==> src/rtl/core/msh_pkg.sv <==
`default_nettype none
// ----------------------------------------------------------------------------
// msh_pkg: shared types and constants for the mid-square hash insert unit
// Holds the fixed field widths, operation codes, sequencer states and the
// status/control bundles passed between the sequencer and its units.
// ----------------------------------------------------------------------------
package msh_pkg;

	// Fixed payload widths
	localparam int KEY_W   = 16;
	localparam int SLOT_W  = 4;
	localparam int PROBE_W = 5;

	// Decimal digits needed for a square of up to 32 bits
	localparam int NDIG     = 10;
	localparam int DIG_IDXW = 4;

	// Two-digit hash values span 0 to 99
	localparam int MID_SPAN = 100;
	localparam int MID_W    = 7;

	// Operation codes
	localparam logic FUNC_INSERT = 1'b0;
	localparam logic FUNC_READ   = 1'b1;

	// Sequencer states
	typedef enum logic [3:0] {
		ST_IDLE,
		ST_MUL,
		ST_CONV,
		ST_PICK,
		ST_HASH,
		ST_PROBE,
		ST_RD,
		ST_FETCH,
		ST_DONE
	} msh_state_t;

	// Status of the binary-to-decimal converter
	typedef struct packed {
		logic busy;
		logic done;
	} bcd_stat_t;

	// Access strobes into the slot table
	typedef struct packed {
		logic wr_en;
		logic rd_en;
	} tbl_ctl_t;

endpackage
`default_nettype wire

==> src/rtl/core/msh_if.sv <==
`default_nettype none
// ----------------------------------------------------------------------------
// msh_if: request and response channels of the mid-square hash insert unit
// Valid/ready channels; an item moves on a clock edge with valid and ready high.
// ----------------------------------------------------------------------------
interface msh_req_if;
	logic                       valid;
	logic                       ready;
	logic                       func;
	logic [msh_pkg::KEY_W-1:0]  key;
	logic [msh_pkg::SLOT_W-1:0] slot_sel;

	modport source (output valid, func, key, slot_sel, input ready);
	modport sink   (input valid, func, key, slot_sel, output ready);
endinterface

interface msh_rsp_if;
	logic                        valid;
	logic                        ready;
	logic [msh_pkg::SLOT_W-1:0]  slot;
	logic [msh_pkg::SLOT_W-1:0]  home_slot;
	logic [msh_pkg::KEY_W-1:0]   stored_key;
	logic                        occupied;
	logic [msh_pkg::PROBE_W-1:0] probe_count;
	logic                        table_full;

	modport source (output valid, slot, home_slot, stored_key, occupied, probe_count,
		table_full, input ready);
	modport sink   (input valid, slot, home_slot, stored_key, occupied, probe_count,
		table_full, output ready);
endinterface
`default_nettype wire

==> src/rtl/core/msh_bcd_unit.sv <==
`default_nettype none
// ----------------------------------------------------------------------------
// msh_bcd_unit: iterative binary to decimal converter
// Shift-and-add-3 conversion, one input bit per cycle.
// ----------------------------------------------------------------------------
module msh_bcd_unit #(
	parameter int IN_W = 32
) (
	input  wire logic                                   clk,
	input  wire logic                                   arst_n,
	input  wire logic                                   start,
	input  wire logic [IN_W-1:0]                        value,
	output msh_pkg::bcd_stat_t                          stat,
	output logic [msh_pkg::NDIG-1:0][3:0]               digits
);
	import msh_pkg::*;

	localparam int CW = $clog2(IN_W + 1);

	logic [IN_W-1:0]        sh_q;
	logic [NDIG-1:0][3:0]   bcd_q;
	logic [NDIG-1:0][3:0]   adj;
	logic [CW-1:0]          cnt_q;
	logic                   busy_q;
	logic                   done_q;

	// Correct every digit that would overflow on the next doubling
	always_comb begin
		for (int d = 0; d < NDIG; d++) begin
			adj[d] = (bcd_q[d] >= 4'd5) ? bcd_q[d] + 4'd3 : bcd_q[d];
		end
	end

	// Sequence the conversion
	always_ff @(posedge clk or negedge arst_n) begin
		if (!arst_n) begin
			busy_q <= 1'b0;
			done_q <= 1'b0;
			cnt_q  <= '0;
		end else if (start) begin
			busy_q <= 1'b1;
			done_q <= 1'b0;
			cnt_q  <= CW'(IN_W);
		end else if (busy_q) begin
			cnt_q <= cnt_q - 1'b1;
			if (cnt_q == CW'(1)) begin
				busy_q <= 1'b0;
				done_q <= 1'b1;
			end
		end else begin
			done_q <= 1'b0;
		end
	end

	// Shift binary bits into the decimal register
	always_ff @(posedge clk) begin
		if (start) begin
			sh_q  <= value;
			bcd_q <= '0;
		end else if (busy_q) begin
			sh_q  <= {sh_q[IN_W-2:0], 1'b0};
			bcd_q <= {adj[NDIG-1][2:0], adj[NDIG-2:0], sh_q[IN_W-1]};
		end
	end

	assign stat.busy = busy_q;
	assign stat.done = done_q;
	assign digits    = bcd_q;

	// Completion only follows a running conversion
	a_done_after_busy: assert property (@(posedge clk) disable iff (!arst_n)
		stat.done |-> $past(busy_q))
		else $error("conversion done without a running conversion");

endmodule
`default_nettype wire

==> src/rtl/core/msh_slot_table.sv <==
`default_nettype none
// ----------------------------------------------------------------------------
// msh_slot_table: slot storage of the hash table
// Key memory with one write and one registered read port, plus per-slot
// occupied flags that reset clears.
// ----------------------------------------------------------------------------
module msh_slot_table #(
	parameter int TABLE_SLOTS = 16,
	parameter int KEY_BITS    = 16,
	parameter int IDX_W       = 4
) (
	input  wire logic                 clk,
	input  wire logic                 arst_n,
	input  wire msh_pkg::tbl_ctl_t    ctl,
	input  wire logic [IDX_W-1:0]     wr_idx,
	input  wire logic [KEY_BITS-1:0]  wr_key,
	input  wire logic [IDX_W-1:0]     rd_idx,
	output logic [KEY_BITS-1:0]       rd_key,
	input  wire logic [IDX_W-1:0]     chk_idx,
	output logic                      chk_valid
);
	import msh_pkg::*;

	logic [KEY_BITS-1:0]    mem_q [TABLE_SLOTS];
	logic [KEY_BITS-1:0]    rd_key_q;
	logic [TABLE_SLOTS-1:0] valid_q;

	// Mark slots as they are filled
	always_ff @(posedge clk or negedge arst_n) begin
		if (!arst_n) begin
			valid_q <= '0;
		end else if (ctl.wr_en) begin
			valid_q[wr_idx] <= 1'b1;
		end
	end

	// Write and read the key memory
	always_ff @(posedge clk) begin
		if (ctl.wr_en) begin
			mem_q[wr_idx] <= wr_key;
		end
		if (ctl.rd_en) begin
			rd_key_q <= mem_q[rd_idx];
		end
	end

	assign rd_key    = rd_key_q;
	assign chk_valid = valid_q[chk_idx];

	// A write never lands on an occupied slot
	a_wr_free: assert property (@(posedge clk) disable iff (!arst_n)
		ctl.wr_en |-> !valid_q[wr_idx])
		else $error("write into an occupied slot");

	// A written slot reads as occupied afterwards
	a_wr_marks: assert property (@(posedge clk) disable iff (!arst_n)
		ctl.wr_en |=> valid_q[$past(wr_idx)])
		else $error("written slot not marked occupied");

endmodule
`default_nettype wire

==> src/rtl/core/mid_square_hash_linear_probe_insert_unit.sv <==
`default_nettype none
// ----------------------------------------------------------------------------
// mid_square_hash_linear_probe_insert_unit: mid-square hash table insert
// Squares a key, hashes it on the middle decimal digits and inserts it by
// linear probing; a read request returns the contents of one slot.
// ----------------------------------------------------------------------------
// Usage:
//   req carries one item: func (0 insert key, 1 read slot slot_sel), key and
//   slot_sel. rsp returns exactly one result item per request.
//   An insert squares the key, runs the serial decimal conversion of the square
//   until its done flag (key bits at most 16), picks the middle digits and
//   reduces them to a slot, then visits slots in the probe sequencer, fetches
//   the home key when the table is full and loads the output register.
//   A read does a memory read, a fetch and an output load.
//   The unit takes one item at a time: req.ready is high only while the
//   sequencer is idle. The output register lets the next item be accepted
//   while a result still waits; a stalled rsp holds its item and the
//   sequencer waits in its final state until the register frees up.
//   Reset empties the table (all slots free) and drops any item in flight.
// ----------------------------------------------------------------------------
module mid_square_hash_linear_probe_insert_unit #(
	parameter int TABLE_SLOTS = 16,
	parameter int KEY_WIDTH   = 16
) (
	input  wire logic  clk,
	input  wire logic  arst_n,
	msh_req_if.sink    req,
	msh_rsp_if.source  rsp
);
	import msh_pkg::*;

	localparam int KB    = (KEY_WIDTH < KEY_W) ? KEY_WIDTH : KEY_W;
	localparam int SQ_W  = 2 * KB;
	localparam int IDX_W = $clog2(TABLE_SLOTS);
	localparam int CNT_W = $clog2(TABLE_SLOTS + 1);

	msh_state_t            state_q, state_d;

	logic                  func_q;
	logic [KB-1:0]         key_q;
	logic [SLOT_W-1:0]     sel_q;
	logic [MID_W-1:0]      mid_q;
	logic [IDX_W-1:0]      home_q;
	logic [IDX_W-1:0]      idx_q;
	logic [CNT_W-1:0]      cnt_q;
	logic                  full_q;

	logic                  req_acc;
	logic                  out_load;
	logic                  out_valid_q;

	logic                  bcd_start;
	logic [SQ_W-1:0]       sq_c;
	bcd_stat_t             bcd_stat;
	logic [NDIG-1:0][3:0]  digits;

	tbl_ctl_t              tbl_ctl;
	logic [IDX_W-1:0]      sel_idx;
	logic [IDX_W-1:0]      rd_idx;
	logic [IDX_W-1:0]      chk_idx;
	logic [KB-1:0]         rd_key;
	logic                  chk_valid;
	logic                  probe_last;
	logic                  sel_ok;

	logic [DIG_IDXW-1:0]   len_c;
	logic [DIG_IDXW-1:0]   half_c;
	logic [DIG_IDXW-1:0]   hi_i;
	logic [DIG_IDXW-1:0]   lo_i;
	logic [MID_W-1:0]      mid_c;
	logic [IDX_W-1:0]      mod_lut [MID_SPAN];

	logic [SLOT_W-1:0]     slot_c;
	logic [SLOT_W-1:0]     home_c;
	logic [KEY_W-1:0]      skey_c;
	logic                  occ_c;
	logic [PROBE_W-1:0]    probes_c;
	logic                  full_c;

	logic [SLOT_W-1:0]     slot_q;
	logic [SLOT_W-1:0]     home_slot_q;
	logic [KEY_W-1:0]      skey_q;
	logic                  occ_q;
	logic [PROBE_W-1:0]    probes_q;
	logic                  tfull_q;

	// Two-digit value to slot, reduced at elaboration
	for (genvar g = 0; g < MID_SPAN; g++) begin : g_mod
		assign mod_lut[g] = IDX_W'(g % TABLE_SLOTS);
	end

	assign req_acc    = req.valid && req.ready;
	assign out_load   = (state_q == ST_DONE) && (!out_valid_q || rsp.ready);
	assign probe_last = (cnt_q == CNT_W'(TABLE_SLOTS - 1));
	assign sel_idx    = IDX_W'(sel_q);
	assign sel_ok     = (32'(sel_q) < 32'(TABLE_SLOTS));
	assign sq_c       = SQ_W'(key_q) * SQ_W'(key_q);

	// Advance the sequencer
	always_comb begin
		state_d = state_q;
		unique case (state_q)
			ST_IDLE:  if (req_acc) state_d = (req.func == FUNC_READ) ? ST_RD : ST_MUL;
			ST_MUL:   state_d = ST_CONV;
			ST_CONV:  if (bcd_stat.done) state_d = ST_PICK;
			ST_PICK:  state_d = ST_HASH;
			ST_HASH:  state_d = ST_PROBE;
			ST_PROBE: begin
				if (!chk_valid) state_d = ST_DONE;
				else if (probe_last) state_d = ST_FETCH;
			end
			ST_RD:    state_d = ST_FETCH;
			ST_FETCH: state_d = ST_DONE;
			ST_DONE:  if (out_load) state_d = ST_IDLE;
			default:  state_d = ST_IDLE;
		endcase
	end

	always_ff @(posedge clk or negedge arst_n) begin
		if (!arst_n) begin
			state_q <= ST_IDLE;
		end else begin
			state_q <= state_d;
		end
	end

	// Drive strobes from the current state
	always_comb begin
		req.ready     = 1'b0;
		bcd_start     = 1'b0;
		tbl_ctl.wr_en = 1'b0;
		tbl_ctl.rd_en = 1'b0;
		unique case (state_q)
			ST_IDLE:  req.ready = 1'b1;
			ST_MUL:   bcd_start = 1'b1;
			ST_PROBE: begin
				tbl_ctl.wr_en = !chk_valid;
				tbl_ctl.rd_en = chk_valid && probe_last;
			end
			ST_RD:    tbl_ctl.rd_en = 1'b1;
			default:  ;
		endcase
	end

	assign rd_idx  = (func_q == FUNC_READ) ? sel_idx : home_q;
	assign chk_idx = (func_q == FUNC_READ) ? sel_idx : idx_q;

	// Locate the two middle digits of the square, or its only digit if it has one
	always_comb begin
		len_c = DIG_IDXW'(1);
		for (int d = 1; d < NDIG; d++) begin
			if (digits[d] != 4'd0) len_c = DIG_IDXW'(d + 1);
		end
		half_c = len_c >> 1;
		hi_i   = len_c - half_c;
		lo_i   = len_c - half_c - DIG_IDXW'(1);
		if (len_c == DIG_IDXW'(1)) begin
			mid_c = MID_W'(digits[0]);
		end else begin
			mid_c = MID_W'({digits[hi_i], 3'b000}) + MID_W'({digits[hi_i], 1'b0})
				+ MID_W'(digits[lo_i]);
		end
	end

	// Hold the item and walk the probe
	always_ff @(posedge clk) begin
		if (req_acc) begin
			func_q <= req.func;
			key_q  <= req.key[KB-1:0];
			sel_q  <= req.slot_sel;
		end
		if (state_q == ST_PICK) begin
			mid_q <= mid_c;
		end
		if (state_q == ST_HASH) begin
			home_q <= mod_lut[mid_q];
			idx_q  <= mod_lut[mid_q];
			cnt_q  <= '0;
			full_q <= 1'b0;
		end
		if (state_q == ST_PROBE && chk_valid) begin
			if (probe_last) begin
				cnt_q  <= CNT_W'(TABLE_SLOTS);
				full_q <= 1'b1;
				idx_q  <= home_q;
			end else begin
				cnt_q <= cnt_q + 1'b1;
				idx_q <= (idx_q == IDX_W'(TABLE_SLOTS - 1)) ? '0 : idx_q + 1'b1;
			end
		end
	end

	// Assemble the result item
	always_comb begin
		if (func_q == FUNC_READ) begin
			slot_c   = sel_q;
			home_c   = '0;
			occ_c    = sel_ok && chk_valid;
			skey_c   = occ_c ? KEY_W'(rd_key) : '0;
			probes_c = '0;
			full_c   = 1'b0;
		end else begin
			slot_c   = SLOT_W'(idx_q);
			home_c   = SLOT_W'(home_q);
			occ_c    = 1'b1;
			skey_c   = full_q ? KEY_W'(rd_key) : KEY_W'(key_q);
			probes_c = PROBE_W'(cnt_q);
			full_c   = full_q;
		end
	end

	// Output register
	always_ff @(posedge clk or negedge arst_n) begin
		if (!arst_n) begin
			out_valid_q <= 1'b0;
		end else if (out_load) begin
			out_valid_q <= 1'b1;
		end else if (rsp.ready) begin
			out_valid_q <= 1'b0;
		end
	end

	always_ff @(posedge clk) begin
		if (out_load) begin
			slot_q      <= slot_c;
			home_slot_q <= home_c;
			skey_q      <= skey_c;
			occ_q       <= occ_c;
			probes_q    <= probes_c;
			tfull_q     <= full_c;
		end
	end

	assign rsp.valid       = out_valid_q;
	assign rsp.slot        = slot_q;
	assign rsp.home_slot   = home_slot_q;
	assign rsp.stored_key  = skey_q;
	assign rsp.occupied    = occ_q;
	assign rsp.probe_count = probes_q;
	assign rsp.table_full  = tfull_q;

	msh_bcd_unit #(
		.IN_W (SQ_W)
	) u_bcd (
		.clk    (clk),
		.arst_n (arst_n),
		.start  (bcd_start),
		.value  (sq_c),
		.stat   (bcd_stat),
		.digits (digits)
	);

	msh_slot_table #(
		.TABLE_SLOTS (TABLE_SLOTS),
		.KEY_BITS    (KB),
		.IDX_W       (IDX_W)
	) u_table (
		.clk       (clk),
		.arst_n    (arst_n),
		.ctl       (tbl_ctl),
		.wr_idx    (idx_q),
		.wr_key    (key_q),
		.rd_idx    (rd_idx),
		.rd_key    (rd_key),
		.chk_idx   (chk_idx),
		.chk_valid (chk_valid)
	);

	// A result appears only after the sequencer finished an item
	a_rsp_from_done: assert property (@(posedge clk) disable iff (!arst_n)
		$rose(rsp.valid) |-> $past(state_q == ST_DONE))
		else $error("result raised outside the final state");

	// The probe never runs past the table size
	a_probe_bound: assert property (@(posedge clk) disable iff (!arst_n)
		state_q == ST_PROBE |-> cnt_q < CNT_W'(TABLE_SLOTS))
		else $error("probe count beyond table size");

	// A full table reports every slot probed at an occupied home slot
	a_full_result: assert property (@(posedge clk) disable iff (!arst_n)
		rsp.valid && rsp.table_full |-> rsp.occupied
			&& rsp.probe_count == PROBE_W'(TABLE_SLOTS))
		else $error("inconsistent table-full result");

endmodule
`default_nettype wire
==> src/flat_wrapper.sv <==
// flat-port wrapper written by rule: the top's interface ports become plain ports
module mid_square_hash_linear_probe_insert_unit_flat import msh_pkg::*;
#(
	parameter int TABLE_SLOTS = 16,
	parameter int KEY_WIDTH   = 16
)
  (clk, arst_n, req_valid, req_func, req_key, req_slot_sel, req_ready, rsp_valid, rsp_slot, rsp_home_slot, rsp_stored_key, rsp_occupied, rsp_probe_count, rsp_table_full, rsp_ready);
  msh_req_if req_i ();
  msh_rsp_if rsp_i ();
  input  wire logic clk;
  input  wire logic arst_n;
  input wire logic [$bits(req_i.valid)-1:0] req_valid;
  input wire logic [$bits(req_i.func)-1:0] req_func;
  input wire logic [$bits(req_i.key)-1:0] req_key;
  input wire logic [$bits(req_i.slot_sel)-1:0] req_slot_sel;
  output wire logic [$bits(req_i.ready)-1:0] req_ready;
  output wire logic [$bits(rsp_i.valid)-1:0] rsp_valid;
  output wire logic [$bits(rsp_i.slot)-1:0] rsp_slot;
  output wire logic [$bits(rsp_i.home_slot)-1:0] rsp_home_slot;
  output wire logic [$bits(rsp_i.stored_key)-1:0] rsp_stored_key;
  output wire logic [$bits(rsp_i.occupied)-1:0] rsp_occupied;
  output wire logic [$bits(rsp_i.probe_count)-1:0] rsp_probe_count;
  output wire logic [$bits(rsp_i.table_full)-1:0] rsp_table_full;
  input wire logic [$bits(rsp_i.ready)-1:0] rsp_ready;
  assign req_i.valid = req_valid;
  assign req_i.func = req_func;
  assign req_i.key = req_key;
  assign req_i.slot_sel = req_slot_sel;
  assign req_ready = req_i.ready;
  assign rsp_valid = rsp_i.valid;
  assign rsp_slot = rsp_i.slot;
  assign rsp_home_slot = rsp_i.home_slot;
  assign rsp_stored_key = rsp_i.stored_key;
  assign rsp_occupied = rsp_i.occupied;
  assign rsp_probe_count = rsp_i.probe_count;
  assign rsp_table_full = rsp_i.table_full;
  assign rsp_i.ready = rsp_ready;
  mid_square_hash_linear_probe_insert_unit #(.TABLE_SLOTS(TABLE_SLOTS), .KEY_WIDTH(KEY_WIDTH)) u_core (.clk(clk), .arst_n(arst_n), .req(req_i), .rsp(rsp_i));
endmodule
==> config.mk <==
export PLATFORM = sky130hd
export DESIGN_NAME = mid_square_hash_linear_probe_insert_unit_flat
export DESIGN_NICKNAME = d
export VERILOG_FILES = /design/src/rtl/core/msh_pkg.sv /design/src/rtl/core/msh_if.sv /design/src/rtl/core/msh_bcd_unit.sv /design/src/rtl/core/msh_slot_table.sv /design/src/rtl/core/mid_square_hash_linear_probe_insert_unit.sv /design/src/flat_wrapper.sv
export SDC_FILE = /design/constraint.sdc
export NUM_CORES = 1
export LEC_CHECK = 0
export BUFFER_PORTS_ARGS = -buffer_cell sky130_fd_sc_hd__buf_2
export CORE_MARGIN = 4
export CORE_UTILIZATION = 55
export DETAILED_ROUTE_END_ITERATION = 6
export HOLD_SLACK_MARGIN = 0.12
export PLACE_DENSITY = 0.72
export SLEW_MARGIN = 10
export SYNTH_ARGS = -nofsm -noshare
export SYNTH_HDL_FRONTEND = slang
export SYNTH_SLANG_ARGS = --single-unit
==> constraint.sdc <==
create_clock -name clk -period 8.7 [get_ports clk]
set_clock_uncertainty 0.05 [all_clocks]
set_input_delay 1.305 -clock clk [delete_from_list [all_inputs] [get_ports clk]]
set_output_delay 1.305 -clock clk [all_outputs]
set_load 0.02 [all_outputs]
; ---- Word-level counts from Yosys, hierarchy flattened
; Memory sizes are Yosys's and may differ from the RTL's. A register that Yosys moved wholly into a read port is not among the register bits.
; Index checks and enable logic that the tools add are counted.
[word_totals]
input_bits = 25
out_inout_bits = 33
reg_bits = 174
mem_bits_rw = 256
word_cells = 179
n_memories = 2
rom_bits = 512
[mem_list]
columns = memory, words, word_bits, read_ports, rd_ports_with_merged_regs, write_ports, line
row1 = (name not given), 128, 4, 1, 0, 0, mid_square_hash_linear_probe_insert_unit.sv:176  ; home_q <= mod_lut[mid_q];
row2 = u_core.u_table.mem_q, 16, 16, 1, 1, 1, msh_slot_table.sv:24  ; logic [KEY_BITS-1:0] mem_q [TABLE_SLOTS];
[classes]
add_sub_neg = 17
n_bitwise = 2
n_lt_le_gt_ge = 16
n_mux = 70
eq_ne = 17
n_mul = 1
n_reduce_logical = 22
[op_table]
columns = op, n
row1 = $mux 4, 28
row2 = $mux 32, 2
row3 = $mux 16, 3
row4 = $ge 4x3->1 const B, 10
row5 = $add 4x2->4 const B, 9
row6 = $pmux 4 s9, 1
row7 = $reduce_bool 4->1, 9
row8 = $bmux 4 s4, 2
row9 = $mul 16x16->32, 1
row10 = $lt 4x5->1 const B, 4
row11 = $mux 1, 18
row12 = $mux 3, 6
row13 = $eq 4x3->1 const B, 4
row14 = $or 16x16->16, 1
row15 = $mux 5, 3
row16 = $mux 6, 2
row17 = $eq 4x1->1 const B, 2
row18 = $eq 4x2->1 const B, 2
row19 = $eq 4x4->1 const B, 2
row20 = $ge 8x8->1 const B, 1
row21 = $not 7->8, 1
row22 = $add 7x4->7, 1
row23 = $add 7x5->7, 1
row24 = $eq 6x1->1 const B, 1
row25 = 22 further kinds, 31

; ---- Logic depth before layout (Yosys ltp)
[depth]
ltp_word = 16
depth_mapped = 24
depth_no_buf = 23

; ---- By module
; Synthesis repeated with hierarchy kept, for this count alone.
[hier_totals]
cells_unflattened = 2096
area_unflattened_um2 = 26818.2
[by_module_without_submodules]
columns = module, n_inst, seq_area_each_um2, cells_each, area_each_um2
row1 = mid_square_hash_linear_probe_insert_unit, 1, 2277.2, 1220, 11820.1
row2 = msh_slot_table, 1, 8568.2, 471, 10821.6
row3 = msh_bcd_unit, 1, 1961.9, 405, 4176.5

; ---- Least setup slack after synthesis
; OpenSTA, ideal clock, no wires.
[synth_path]
path_kind = register -> register
start = register u_core.key_q[4]
end = register u_core.u_bcd.sh_q[29] (data pin)
n_path_buf = 2
stages_incl_launch_ff = 21
setup_ns = 0.257
slack_ns = 1.981
arrival_time_ns = 6.412
period_less_slack_ns = 6.719
required_time_ns = 8.393
cell_sequence = edfxtp_1 clkbuf_1 clkbuf_1 nand2_1 fa_1 inv_1 fa_1 fa_1 fa_1 fa_1 inv_1 fa_1 inv_1 ha_1 and2_1 and3_1 a21oi_1 o21ai_0 or3_1 or3_1 a32o_1
[synth_between]
elab_chain_len = 2
[synth_lines]
columns = item, line
row1 = from (decl), mid_square_hash_linear_probe_insert_unit.sv:40  ; logic [KB-1:0] key_q;
row2 = from (signal assigned), mid_square_hash_linear_probe_insert_unit.sv:169  ; key_q <= req.key[KB-1:0];
row3 = $mul 16x16->32, mid_square_hash_linear_probe_insert_unit.sv:97  ; assign sq_c = SQ_W'(key_q) * SQ_W'(key_q);
row4 = $mux 32, msh_bcd_unit.sv:57  ; if (start) begin
row5 = to (signal assigned), msh_bcd_unit.sv:58  ; sh_q <= value;
row6 = to (signal assigned), msh_bcd_unit.sv:61  ; sh_q <= {sh_q[IN_W-2:0], 1'b0};
row7 = to (decl), msh_bcd_unit.sv:20  ; logic [IN_W-1:0] sh_q;
; No other way between the ends.
; A chain may end at the register's enable or synchronous reset.

; ---- Worst setup path after layout
[layout_path]
start = register u_core.key_q[10]
end = register u_core.u_bcd.sh_q[29] (data pin)
; Same word-level chain as after synthesis.

==> results.toml <==
[outcome]
outcome = "finished, final reports clean"

[sta]
max_slew_margin = 0.160
final.setup.tns_ns = 0
max_freq_ghz = 0.144
rsz0062_at_grt = "no"
hold_violations = 0
finalMaxSlewViolations = 0
post-route-period-util = 0.801
setup-violations-final = 0
min_period_ns = 6.97
tightest_slew_ns = 1.26

[clocking]
cts-root-buf = "clkbuf_16"
post_cts_resized = 0
cts_max_path_buffers = 3
clock_sinks = 445
cts_tree = "built"
post_cts_buffers = 0
htree_levels = 2
clk_latency_ns = 0.59
cts.clk_slew.worst_paths_ns = 0.06
cts_buffers = 47
cts_hold_buf = 0

[flow_run]
drv_cap = 0

[die]
dieWidth_um = 229
ios = 58
dieArea_sq_um = 52300
initial_utilization = 0.558
rows = 80
die_h_um = 229
core_region_area_sq_um = 47900

[placement]
gp_congestion = 0.903
dpl.hpwl_mm = 40.3
port_buffers = 57
dpl_cell_area_sq_um = 27800

[routing]
drt_wl_total_mm = 58.9
firstDrtPassIters = 7
dr.first_iter.drc_count = 1430
routedWlPerCell_um = 20.3
viasPerCell = 5.76
num_vias = 16760
drc = 0
postRouteAntennaNets = 0

[synth]
yosysUniqueCellTypes = 68
synth_seq_cells = 445
yosysWarnings = 0
synth_top_area_share = 0.421
netlist_top_cells_area = "edfxtp_1 42%, fa_1 12%, mux4_2 6.9%"
syn_area_per_cell_sq_um = 12.1
synth-edff-count = 375
synthCells = 2204
synth_ff_type = "edfxtp_1"
syn_area_sq_um = 26800
yosysTopAreaCell = "edfxtp_1"
synthArstFlopShare = 0.0652
ys_seq_area_frac = 0.478
syn-num-nets = 2536

[setup_path]
path_class = "reg2reg"
cp-startpoint = "u_core.key_q[10]"
worstSetupEndpoint = "u_core.u_bcd.sh_q[29]"
ff2ff_path_depth = 20
startpoint_type = "register"
cp.required_ns = 8.99
regToRegSetupSlack_ns = 1.73
cp_max_fo = 31
reg2reg_from = "u_core.key_q[10]"
arrival_ns = 7.26
end_kind = "register"
crit-reg2reg-capture = "u_core.u_bcd.sh_q[29]"

[grt]
overflow = 0
grt_pass1_vias = 17244
grt_pass1_wl_mm = 95.9
antenna_found_initial = 0
grt_usage = 0.230
grt_max_degree = 65

[hold_path]
hold_class = "reg2reg"

[cells_and_area]
drive_above_1_share = 0.124
fill_cells = 3634
finalInstanceArea_sq_um = 29300
syn2layout_area_growth_pct = 9.59
nNetsFinal = 2588
diodes = 0
-- cells in the mapped netlist, drive strengths merged (34+ instances only) --
| master | number |
|---|---|
| a21oi | 95 |
| and2 | 70 |
| clkbuf | 67 |
| dfxtp | 41 |
| edfxtp | 375 |
| fa | 166 |
| ha | 141 |
| inv | 316 |
| mux2i | 40 |
| mux4 | 82 |
| nand2 | 220 |
| nor2 | 106 |
| o21ai | 87 |
| xnor2 | 34 |
-- cell usage in the layout, fill, tap and decap left out, types with 29 or more instances in the layout --
cell type	n
inv_1	316
mux2i_1	40
edfxtp_1	375
dfrtp_1	29
and2_1	69
a21oi_1	91
xnor2_1	34
o21ai_0	87
nand2_1	220
nor2_1	93
clkbuf_16	48
fa_1	166
ha_1	141
buf_2	57
dfxtp_1	41
xor2_1	29
mux4_2	82
buf_4	41
nand3_1	29
-- how the worst min path moves through the flow --
stage / from / to / slack (ns) / depth (start not counted)
final: u_core.u_table.valid_q[9] / u_core.u_table.valid_q[9] / 0.42 / 1
after detailed placement: u_core.u_table.valid_q[9] / u_core.u_table.valid_q[9] / 0.41 / 1
after global placement: u_core.full_q / u_core.full_q / 0.40 / 2
after CTS: u_core.u_table.valid_q[9] / u_core.u_table.valid_q[9] / 0.42 / 1
after floorplan: u_core.mid_q[0] / u_core.home_q[0] / 0.38 / 0
after global routing: u_core.u_table.valid_q[12] / u_core.u_table.valid_q[12] / 0.44 / 1
-- area by class of cell --
class	instances	area, sq um	share of cell area
inverter	317	1190	0.0406
timing repair buffer	98	593	0.0202
clock inverter	25	223	0.00759
clock buffer	62	1280	0.0438
sequential	445	12800	0.437
tap	615	769	0.0262
multi-input combinational	1347	12500	0.425
-- worst max-delay path, cell delays in order (launching register included) --
cell,delay (ns)
edfxtp_1,1.02
nand2_1,0.22
inv_1,0.14
fa_1,0.42
inv_1,0.08
fa_1,0.41
inv_1,0.09
fa_1,0.44
fa_1,0.50
fa_1,0.55
inv_1,0.06
fa_1,0.54
inv_1,0.04
ha_1,0.35
a21oi_1,0.26
nand3_1,0.16
o221ai_2,0.30
nor3_1,0.14
or3_1,0.36
or3_1,0.32
a32o_1,0.26
-- metrics by stage --
step	utilization	setup slack [ns]	hold WS, ns	cells
floorplan	-	1.98	0.376	2204
global placement	0.580	1.91	0.403	2822
detailed placement	0.580	1.78	0.407	2822
CTS	0.612	1.75	0.424	2909
global route	0.612	1.36	0.443	2909
finish	0.612	1.73	0.421	2909
-- registers in the layout (all words and copies together), names as in the netlist, 4 cells and up --
name                    count
u_core.u_table.rd_key      16
u_core.rsp.stored_key      16
u_core.u_table.mem_q      256
u_core.cnt_q                5
u_core.rsp.slot             4
u_core.u_bcd.cnt_q          6
u_core.state_q              4
u_core.mid_q                6
u_core.sel_idx              4
u_core.home_q               4
u_core.rsp.home_slot        4
u_core.u_table.valid_q     16
u_core.rsp.probe_count      5
u_core.key_q               16
u_core.u_bcd.digits        40
u_core.idx_q                4
u_core.u_bcd.sh_q          32
-- per-layer routing --
metal,vias to the layer above,part of all wire,global-route usage
li1,7716,-,-
met1,8400,0.44,0.329
met2,540,0.47,0.370
met3,104,0.060,0.0378
met4,0,0.025,0.0626
met5,-,0,0
-- cells by family (layout without fill, tap and decap cells) --
logic type,after synthesis,after routing,synth area share
AOI/OAI and AO/OA,321,321,0.0728
xor gates and xnor gates,64,64,0.0215
adders and majority gates,307,307,0.190
buffers and inverters,412,502,0.0589
DFF,445,445,0.478
muxes,131,131,0.0877
and+or+nand+nor,524,524,0.0905
Power is left out: the tool's default activity adds up to more than one toggle a clock period on the data nets, which glitch-free logic cannot reach.
